**src/rtl/core/bvm_pkg.sv**
```systemverilog
package bvm_pkg;

  localparam int RegCount   = 16;
  localparam int StackWords = 256;
  localparam int RegIdxW    = $clog2(RegCount);
  localparam int StackIdxW  = $clog2(StackWords);
  localparam int DepthW     = StackIdxW + 1;

  localparam logic [5:0] OP_EXIT  = 6'h01;
  localparam logic [5:0] OP_STORE = 6'h04;
  localparam logic [5:0] OP_LOAD  = 6'h05;
  localparam logic [5:0] OP_PUSH  = 6'h06;
  localparam logic [5:0] OP_POP   = 6'h07;
  localparam logic [5:0] OP_COPY  = 6'h08;
  localparam logic [5:0] OP_CASL  = 6'h0b;
  localparam logic [5:0] OP_ADDA  = 6'h0c;
  localparam logic [5:0] OP_SUBA  = 6'h0d;
  localparam logic [5:0] OP_ANDA  = 6'h0e;
  localparam logic [5:0] OP_ORA   = 6'h0f;
  localparam logic [5:0] OP_ADD   = 6'h10;
  localparam logic [5:0] OP_SUB   = 6'h11;
  localparam logic [5:0] OP_MUL   = 6'h12;
  localparam logic [5:0] OP_DIV   = 6'h13;
  localparam logic [5:0] OP_ADDI  = 6'h14;
  localparam logic [5:0] OP_SUBI  = 6'h15;
  localparam logic [5:0] OP_MULI  = 6'h16;
  localparam logic [5:0] OP_DIVI  = 6'h17;
  localparam logic [5:0] OP_GT    = 6'h18;
  localparam logic [5:0] OP_GE    = 6'h19;
  localparam logic [5:0] OP_EQ    = 6'h1a;
  localparam logic [5:0] OP_CONST = 6'h1b;
  localparam logic [5:0] OP_LAND  = 6'h1c;
  localparam logic [5:0] OP_LOR   = 6'h1d;
  localparam logic [5:0] OP_NOT   = 6'h1e;
  localparam logic [5:0] OP_GOTO  = 6'h20;
  localparam logic [5:0] OP_BACK  = 6'h21;
  localparam logic [5:0] OP_IFGT  = 6'h24;
  localparam logic [5:0] OP_IFGE  = 6'h25;
  localparam logic [5:0] OP_IFEQ  = 6'h26;
  localparam logic [5:0] OP_IOUT  = 6'h27;
  localparam logic [5:0] OP_IIN   = 6'h28;
  localparam logic [5:0] OP_CALL  = 6'h2c;
  localparam logic [5:0] OP_RET   = 6'h2d;
  localparam logic [5:0] OP_SHLR  = 6'h30;
  localparam logic [5:0] OP_SHRR  = 6'h31;
  localparam logic [5:0] OP_SHLI  = 6'h34;
  localparam logic [5:0] OP_SHRI  = 6'h35;

  localparam logic [2:0] FLT_NONE  = 3'd0;
  localparam logic [2:0] FLT_DIV0  = 3'd1;
  localparam logic [2:0] FLT_OVER  = 3'd2;
  localparam logic [2:0] FLT_UNDER = 3'd3;
  localparam logic [2:0] FLT_INDEX = 3'd4;
  localparam logic [2:0] FLT_OPC   = 3'd5;

  // Operand use: bit 0 a, bit 1 b, bit 2 c, bit 3 unsupported opcode.
  function automatic logic [3:0] operand_use(input logic [5:0] op);
    logic [3:0] u;
    u = 4'b1000;
    case (op)
      6'h00, 6'h03, 6'h09, 6'h1f, 6'h22, 6'h23, 6'h2e, 6'h2f, 6'h32, 6'h33,
      6'h36, 6'h37, 6'h01, 6'h20, 6'h21, 6'h2c, 6'h2d: u = 4'b0000;
      6'h04: u = 4'b0010;
      6'h05, 6'h06, 6'h07, 6'h1b, 6'h27, 6'h28: u = 4'b0001;
      6'h08, 6'h0c, 6'h0d, 6'h0e, 6'h0f, 6'h14, 6'h15, 6'h16, 6'h17, 6'h1e,
      6'h34, 6'h35: u = 4'b0011;
      6'h0b, 6'h10, 6'h11, 6'h12, 6'h13, 6'h18, 6'h19, 6'h1a, 6'h1c, 6'h1d,
      6'h30, 6'h31: u = 4'b0111;
      6'h24, 6'h25, 6'h26: u = 4'b0110;
      default: u = 4'b1000;
    endcase
    return u;
  endfunction

  typedef enum logic [3:0] {
    DC_NONE, DC_LATCH, DC_DECODE, DC_DIV_START, DC_STK_RD, DC_CALL_BASE,
    DC_CALL_ZERO, DC_CALL_RET, DC_RET_RD_SAVED, DC_EXEC
  } dp_cmd_t;

  typedef struct packed {
    logic          call_fit;
    logic          bad_idx;
    logic          bad_op;
    logic          div_busy;
    logic          zero_done;
    logic [5:0]    op;
  } dp_status_t;

endpackage

```
**src/rtl/core/bvm_ctrl.sv**
```systemverilog
module bvm_ctrl
  import bvm_pkg::*;
(
  input  logic       clk,
  input  logic       rst,
  input  logic       in_valid,
  output logic       in_ready,
  output logic       res_valid,
  input  logic       res_ready,
  output dp_cmd_t    cmd,
  input  dp_status_t status
);

  typedef enum logic [3:0] {
    S_IDLE, S_DECODE, S_DISPATCH, S_DIV, S_RD, S_ZERO, S_CALLRET,
    S_EXEC, S_OUT
  } state_t;

  state_t state;

  // The result registers are rewritten by the next item, so a new item waits
  // until the previous result item has been taken.
  assign in_ready = (state == S_IDLE) && !res_valid;

  always_comb begin
    cmd = DC_NONE;
    unique case (state)
      S_IDLE:     cmd = (in_valid && !res_valid) ? DC_LATCH : DC_NONE;
      S_DECODE:   cmd = DC_DECODE;
      S_DISPATCH: begin
        if (status.bad_op || status.bad_idx) cmd = DC_NONE;
        else if (status.op == OP_DIV || status.op == OP_DIVI) cmd = DC_DIV_START;
        else if (status.op == OP_LOAD || status.op == OP_POP || status.op == OP_RET)
          cmd = DC_STK_RD;
        else if (status.op == OP_CALL && status.call_fit) cmd = DC_CALL_BASE;
        else cmd = DC_NONE;
      end
      S_DIV:      cmd = DC_NONE;
      S_RD:       cmd = DC_RET_RD_SAVED;
      S_ZERO:     cmd = DC_CALL_ZERO;
      S_CALLRET:  cmd = DC_CALL_RET;
      S_EXEC:     cmd = DC_EXEC;
      S_OUT:      cmd = DC_NONE;
      default:    cmd = DC_NONE;
    endcase
  end

  // STORE writes only after the index check, so it goes through S_EXEC via a
  // guarded write issued there by the datapath compare.
  always_ff @(posedge clk) begin
    if (rst) begin
      state     <= S_IDLE;
      res_valid <= 1'b0;
    end else begin
      if (res_valid && res_ready) res_valid <= 1'b0;
      unique case (state)
        S_IDLE: if (in_valid && !res_valid) state <= S_DECODE;
        S_DECODE: state <= S_DISPATCH;
        S_DISPATCH: begin
          if (status.bad_op || status.bad_idx) state <= S_EXEC;
          else if (status.op == OP_DIV || status.op == OP_DIVI) state <= S_DIV;
          else if (status.op == OP_RET) state <= S_RD;
          else if (status.op == OP_CALL && status.call_fit) state <= S_ZERO;
          else state <= S_EXEC;
        end
        S_DIV: if (!status.div_busy) state <= S_EXEC;
        S_RD: state <= S_EXEC;
        S_ZERO: if (status.zero_done) state <= S_CALLRET;
        S_CALLRET: state <= S_EXEC;
        S_EXEC: state <= S_OUT;
        S_OUT: begin
          if (!res_valid || res_ready) begin
            res_valid <= 1'b1;
            state     <= S_IDLE;
          end
        end
        default: state <= S_IDLE;
      endcase
    end
  end

endmodule

```
**config.mk**
```make
export PLATFORM = sky130hd
export DESIGN_NAME = bvm_ctrl
export DESIGN_NICKNAME = d
export VERILOG_FILES = /design/src/rtl/core/bvm_pkg.sv /design/src/rtl/core/bvm_ctrl.sv
export SDC_FILE = /design/constraint.sdc
export NUM_CORES = 1
export LEC_CHECK = 0
export BUFFER_PORTS_ARGS = -buffer_cell sky130_fd_sc_hd__buf_2
export CAP_MARGIN = 30
export CORE_MARGIN = 1
export CORE_UTILIZATION = 35
export DETAILED_ROUTE_END_ITERATION = 6
export PLACE_DENSITY_LB_ADDON = 0.08
export SLEW_MARGIN = 40
export SYNTH_ARGS = -nofsm -noshare
export SYNTH_HDL_FRONTEND = slang
export SYNTH_SLANG_ARGS = --single-unit
```
**constraint.sdc**
```tcl
create_clock -name clk -period 1.15 [get_ports clk]
set_input_delay 0.0575 -clock clk [delete_from_list [all_inputs] [get_ports clk]]
set_output_delay 0.0575 -clock clk [all_outputs]
set_load 0.01 [all_outputs]
```
# [After elaboration in Yosys (flattened, before gate mapping)]
# Index checks and enable logic that the tools add are counted.
[op_classes] eq_ne=18 mux=18 n_reduce_logical=13
[op_table] cell="case mux 4 bit (8 select lines)" count=1
[op_table] cell="case mux 4 bit (7 select lines)" count=1
[op_table] cell="2-to-1 mux 3 bit" count=6
[op_table] cell="equality test 4 x 3 -> 1 bit, second input constant" count=4
[op_table] cell="2-to-1 mux 4 bit" count=4
[op_table] cell="equality test 6 x 3 -> 1 bit, second input constant" count=2
[op_table] cell="equality test 6 x 5 -> 1 bit, second input constant" count=2
[op_table] cell="equality test 6 bit, second input constant" count=2
[op_table] cell="equality test 4 x 2 -> 1 bit, second input constant" count=2
[op_table] cell="!= test 2 bit, second input constant" count=3
[op_table] cell="logical OR 1 bit" count=5
[op_table] cell="equality test 4 x 1 -> 1 bit, second input constant" count=1
[op_table] cell="equality test 4 bit, second input constant" count=1
[op_table] cell="logical AND 1 bit" count=4
[op_table] cell="logical NOT 4 bit" count=1
[op_table] cell="2-to-1 mux 1 bit" count=4
[op_table] cell="2-to-1 mux 2 bit" count=2
[op_table] cell="AND reduction 4 bit" count=1
[op_table] cell="!= test 2 x 1 -> 1 bit, second input constant" count=1
[op_table] cell="OR reduction 2 bit" count=1
[op_table] cell="logical NOT 1 bit" count=1
[totals] regBits=5 input_bits=15 output_inout_bits=6 elab_cells=51

# [Longest topological paths before layout]
# Gate-level depths: netlist of the first run.
[depth] ltp_word=7 mapped_depth=5 mapped_depth_nobuf=4

# [Worst setup path before layout of the first run]
# No wires, ideal clock.
[synth_path] path_kind="flip-flop to output port" start="reg state[0]" end="out cmd[2]" t_arrival_ns=1.182 t_required_ns=1.092 path_slack_ns=-0.090 stages_incl_launch_ff=6 path_buffers=1 cell_sequence="dfxtp_1 -> buf_6 -> nor3_2 -> nand2_1 -> a2111oi_1 -> a21o_1"
[synth_via] elab_chain_cells=2 elab_cells_between_ends=8 classes_between="6 x eq/ne; 1 x mux; 1 x reduce/logical"
[synth_lines] item="from (decl)" line="bvm_ctrl.sv:19" source="state_t state;"
[synth_lines] item="from (signal assigned)" line="bvm_ctrl.sv:52" source="state <= S_IDLE;"
[synth_lines] item="from (signal assigned)" line="bvm_ctrl.sv:57" source="S_IDLE: if (in_valid && !res_valid) state <= S_DECODE;"
[synth_lines] item="from (signal assigned)" line="bvm_ctrl.sv:58" source="S_DECODE: state <= S_DISPATCH;"
[synth_lines] item="equality test 4 x 3 -> 1 bit, or another cell as far along" line="bvm_ctrl.sv:27" source="unique case (state)"
[synth_lines] item="case mux 4 bit (7 select lines) *" line="bvm_ctrl.sv:27"
[synth_lines] item="to (decl)" line="bvm_ctrl.sv:10" source="output dp_cmd_t cmd,"
# Every way passes the cells marked *; elsewhere a longest branch is shown, timed or not.

# [Final worst setup path of the first run]
[layout_path] start="reg state[2]" end="out in_ready"
[layout_via] elab_chain_cells=2
[layout_lines] item="logical NOT 4 bit" line="bvm_ctrl.sv:23" source="assign in_ready = (state == S_IDLE) && !res_valid;"
[layout_lines] item="logical AND 1 bit" line="bvm_ctrl.sv:23"
[layout_lines] item="to (decl)" line="bvm_ctrl.sv:7" source="output logic in_ready,"
# No other way between the ends.

==> results_dict.tcl, run 1 <==
set metrics [dict create \
    status "finished, violations left" \
    violations "negative setup slack" \
    skew_ns 0.00327 \
    layout_common_cells "buf_2, buf_4, nand3_1, nor2_1, buf_6" \
    dp_hpwl_um 1140 \
    grt_max_degree 10 \
    antenna_left 0 \
    synth-seq-cells 5 \
    yosysWarnings 0 \
    antenna_found_initial 0 \
    place_area_um2 723 \
    postSynthAreaPerCell_um2 7.74 \
    final.period_utilization_pct 124 \
    cts_buffer_depth 2 \
    drtIter0Drc 9 \
    drtPass1Iterations 4 \
    finalMaxSlewViolations 0 \
    fin_nets 119 \
    fin_area_um2 843 \
    syn_nets 80 \
    worst_pin_slew_ns 0.316 \
    yosysSeqAreaShare_pct 19.9 \
    synthArstFlopShare_pct 0 \
    grt_util_all_layers_pct 21.6 \
    holdCritPathClass "input pin to flip-flop" \
    post_drt_wl_per_cell_um 12.3 \
    ios 21 \
    num_rows 13 \
    core_um2 1320 \
    grt_pass1_vias 527 \
    finalSetupViolations 8 \
    max_freq_mhz 704 \
    fillCellCount 125 \
    insertion_delay_ns 0.24 \
    yosys.area.top_type "dfxtp_1" \
    relSlewSlack_pct 78.8 \
    drive_gt1_share_pct 58.3 \
    cp_max_fo 9 \
    rsz0062_at_grt "true" \
    cts_inserted_buffers 3 \
    root_buffer "clkbuf_4" \
    cpMaxStageDelayCell "or3_4" \
    cap_viol_max_count 0 \
    num_vias 624 \
    irDropWorstVdd_mv 0.909 \
    die_w_um 39.9 \
    io_buffers 20 \
    syn2layout_area_growth_pct 67.7 \
    fin_cells 118 \
    yosysTopAreaCellShare_pct 19.9 \
    hold_violations 0 \
    htreeDepth 1 \
    diodes 0 \
    start_util_pct 38.2 \
    worstPathArrival_ns 1.36 \
    tritoncts "built" \
    post-route-min-period_ns 1.42 \
    place_inst 113 \
    place_congestion 0.753 \
    synthCells 65 \
    vias_per_cell 5.29 \
    final.setup.tns_ns -1.45 \
    synthFlopType "dfxtp_1" \
    die_h_um 39.9 \
    synth_edf_count 0 \
    clkSlewWorstSetupHoldPaths_ns 0.04 \
    cp_cell_sequence "buf_6, or3_4, nor3_2, buf_2" \
    ys_types 33 \
    endpoint_kind "primary output" \
    dieArea_um2 1590 \
    drc 0 \
    critPathLaunchType "flip-flop" \
    cts.sinks 5 \
    power_density_nw_per_um2 1430 \
    worst_slack_ns -0.270 \
    path_class "flip-flop to primary output" \
    finalWirelength_um 1450 \
    grt_pass1_wl_um 2260 \
    r2r_slack_ns -0.14 \
    synthesis.area_um2 503 \
    grt_overflow 0 \
    p_leak_nw 0.371 \
    final_common_cell "buf_2" \
    cp.required_ns 1.09 \
    synth_area_leaders "dfxtp_1, clkbuf_8, a21oi_1" \
    cp_slowest_stage_delay_ns 0.39 \
]
worst max-delay path, delay by kind of cell (launching register included):
| family | cells | cell delay [ns] |
|---|---|---|
| simple gates | 2 | 0.49 |
| flops | 1 | 0.36 |
| buf+inv | 2 | 0.27 |
where the power goes:
part	switching, mW	total (mW)	leakage (nW)	internal (mW)
clock network	0.0715	0.203	0.0150	0.131
logic	0.337	0.741	0.314	0.404
registers	0.0426	0.259	0.0425	0.216
total	0.451	1.20	0.371	0.751
state kept, by name, indices dropped and copies added (netlist names):
signal	count
res_valid	1
state	4
timing repair:
| action | in CTS | in global routing |
|---|---|---|
| setup buffers | 1 | 0 |
| setup endpoints to repair | 9 | 8 |
| resized for setup | 14 | 7 |
| hold endpoints to repair | 0 | 0 |
| hold buffers | 0 | 0 |
| pin swaps | 4 | 5 |
routing by layer:
metal  GRT usage [%]  part of all wire, %  up-vias  wire length (um)
met5               0                    0        -                 0
met4            5.17                 0.62        0                 9
met2            36.7                   52       16               753
met1            25.8                   43      288               624
li1                -                    -      318                 -
met3            6.82                  4.5        2                66
cell type report:
cell class	count	area, um2	area share, %
clock buffers	4	26.3	3.12
inverters	2	7.51	0.890
multi-input cells	54	428	50.7
flip-flops and latches	5	109	12.9
well taps	15	18.8	2.23
repair buffers	38	254	30.1
through the flow:
step | util [%] | power (mW) | hold WS, ns | worst slack [ns]
final | 64.0 | 1.20 | 0.0467 | -0.270
after global routing | 64.0 | 1.29 | 0.0550 | -0.345
after CTS | 61.1 | 1.16 | 0.0433 | -0.325
after detailed placement | 54.9 | 0.852 | 0.296 | -0.113
after global placement | 54.9 | 0.849 | 0.290 | -0.111
after floorplan | - | 0.631 | 0.127 | -0.0279
path summary, 6_finish.rpt:
kind / from / endpoint / depth (start not counted)
setup / recovery: state[2] / in_ready / 4
hold reg to reg: state[3] / state[0] / 3
hold / removal: rst / state[0] / 2
setup reg to reg: state[2] / state[2] / 4
Yosys cell counts, types with 2 or more instances:
cell and n:
nor2b_1 4, o2111ai_1 2, clkbuf_8 3, nand3_1 5
a21oi_1 6, and3b_1 2, nand2_1 4, o211ai_1 2
o21ai_1 2, nor2_1 6, dfxtp_1 5, inv_1 2
nor3_1 2
logic make-up (layout without fill, tap and decap cells):
logic type / after synthesis / in the layout / synth area share, %
AND/OR/NAND/NOR: 33 / 33 / 39.6
buffers and inverters: 6 / 44 / 11.9
flip-flops: 5 / 5 / 19.9
AO/OA/AOI/OAI: 20 / 20 / 26.9
XOR/XNOR: 1 / 1 / 1.74
(Power assumes the default switching activity.)
==> run 2, diff against run 1 <==
--- a/config.mk
+++ b/config.mk
@@ -11,6 +11,7 @@
 export CORE_UTILIZATION = 35
 export DETAILED_ROUTE_END_ITERATION = 6
 export PLACE_DENSITY_LB_ADDON = 0.08
+export RECOVER_POWER = 25
 export SLEW_MARGIN = 40
 export SYNTH_ARGS = -nofsm -noshare
 export SYNTH_HDL_FRONTEND = slang
==> results_dict.tcl, run 2 (synthesis gave the netlist of run 1 again) <==
set metrics [dict create \
    rsz0062_at_grt "true" \
    pwr-share-comb_pct 61.6 \
    whs_ns 0.0467 \
    fin_area_um2 842 \
    holdCritPathClass "input pin to flip-flop" \
    fin_nets 119 \
    grt_util_all_layers_pct 21.6 \
    place_congestion 0.753 \
    die_h_um 39.9 \
    syn2layout_area_growth_pct 67.4 \
    grt_overflow 0 \
    status "finished, violations left" \
    drc 0 \
    vias_per_cell 5.29 \
    place_area_um2 723 \
    root_buffer "clkbuf_4" \
    diodes 0 \
    relSlewSlack_pct 78.8 \
    tritoncts "built" \
    cap_viol_max_count 0 \
    drtIter0Drc 9 \
    start_util_pct 38.2 \
    path_class "flip-flop to primary output" \
    largest_reg_flops 4 \
    worst_pin_slew_ns 0.316 \
    hold_violations 0 \
    antenna_left 0 \
    cp_max_fo 9 \
    irDropWorstVdd_mv 0.909 \
    clkSlewWorstSetupHoldPaths_ns 0.04 \
    r2r_slack_ns -0.14 \
    critPathLaunchType "flip-flop" \
    multiInputGateArea_um2 428 \
    postCtsHoldBufs 0 \
    dieArea_um2 1590 \
    cp.required_ns 1.09 \
    layout.area.seq_um2 109 \
    dp_hpwl_um 1140 \
    power_frac_clock_pct 16.9 \
    final.period_utilization_pct 124 \
    p_seq_share_pct 21.5 \
    final.setup.tns_ns -1.45 \
    p_int_uw 751 \
    finalWirelength_um 1460 \
    cp_slowest_stage_delay_ns 0.39 \
    path_delay_family "simple AND/OR/NAND/NOR gates" \
    core_um2 1320 \
    insertion_delay_ns 0.24 \
    grt_max_degree 10 \
    num_vias 624 \
    p_leak_nw 0.367 \
    power_density_nw_per_um2 1430 \
    violations "negative setup slack" \
    p_sw_share_pct 37.5 \
    reg_top3 "state x4, res_valid x1" \
    cts_buffer_depth 2 \
    dp_slack_ns -0.113 \
    cpMaxStageDelayCell "or3_4" \
    worstPathArrival_ns 1.36 \
    finalSetupViolations 8 \
    max_freq_mhz 704 \
    num_rows 13 \
    finalMaxSlewViolations 0 \
    die_w_um 39.9 \
    critPathBufInv 2 \
    htreeDepth 1 \
    layout_common_cells "buf_2, buf_4, nand3_1, nor2_1, buf_6" \
    drive_gt1_share_pct 57.3 \
    switchingPower_uw 451 \
    cp_cell_sequence "buf_6, or3_4, nor3_2, buf_2" \
    endpoint_kind "primary output" \
    post-route-min-period_ns 1.42 \
    fillCellCount 126 \
    ios 21 \
    cts_inserted_buffers 3 \
    skew_ns 0.00327 \
    final_common_cell "buf_2" \
    drtPass1Iterations 4 \
    top_register "state" \
    grt_pass1_wl_um 2260 \
    cts.sinks 5 \
    grt_pass1_vias 527 \
    post_drt_wl_per_cell_um 12.3 \
    io_buffers 20 \
    power.total_mw 1.20 \
    worst_slack_ns -0.271 \
    antenna_found_initial 0 \
]
[run 2: power groups by stage]
stage	clock network, mW	logic (mW)	registers [mW]
finish	0.203	0.741	0.259
global route	0.226	0.803	0.263
CTS	0.207	0.702	0.252
detailed placement	0	0.613	0.239
global placement	0	0.609	0.239
floorplan	0	0.402	0.229
[run 2: routing by layer]
metal  vias to the layer above  global-route usage (%)  share of wire [%]
li1                        318                       -                  -
met1                       288                    25.8                 43
met2                        16                    36.7                 52
met3                         2                    6.82                4.5
met4                         0                    5.17               0.62
met5                         -                       0                  0
[run 2: per-stage QoR]
stage	instances	utilization [%]
CTS	118	61.1
detailed placement	113	54.9
global placement	113	54.9
global route	118	63.9
floorplan	65	-
finish	118	63.9
[run 2: timing repair]
item,CTS,global route
setup buffers,1,0
hold endpoints to repair,0,0
endpoints found under the setup margin,9,8
gates resized for setup,14,7
pin swaps,4,5
[run 2: final timing paths]
path,startpoint,endpoint,cells past startpoint
setup / recovery,state[2],in_ready,4
hold / removal,rst,state[0],2
setup reg to reg,state[2],state[2],4
hold reg to reg,state[3],state[0],3
[run 2: layout make-up]
type | count | share of cell area, %
sequential | 5 | 12.9
multi-input combinational | 54 | 50.8
inverter | 2 | 0.892
clock buffer | 4 | 3.12
tap | 15 | 2.23
timing repair buffer | 38 | 30.0
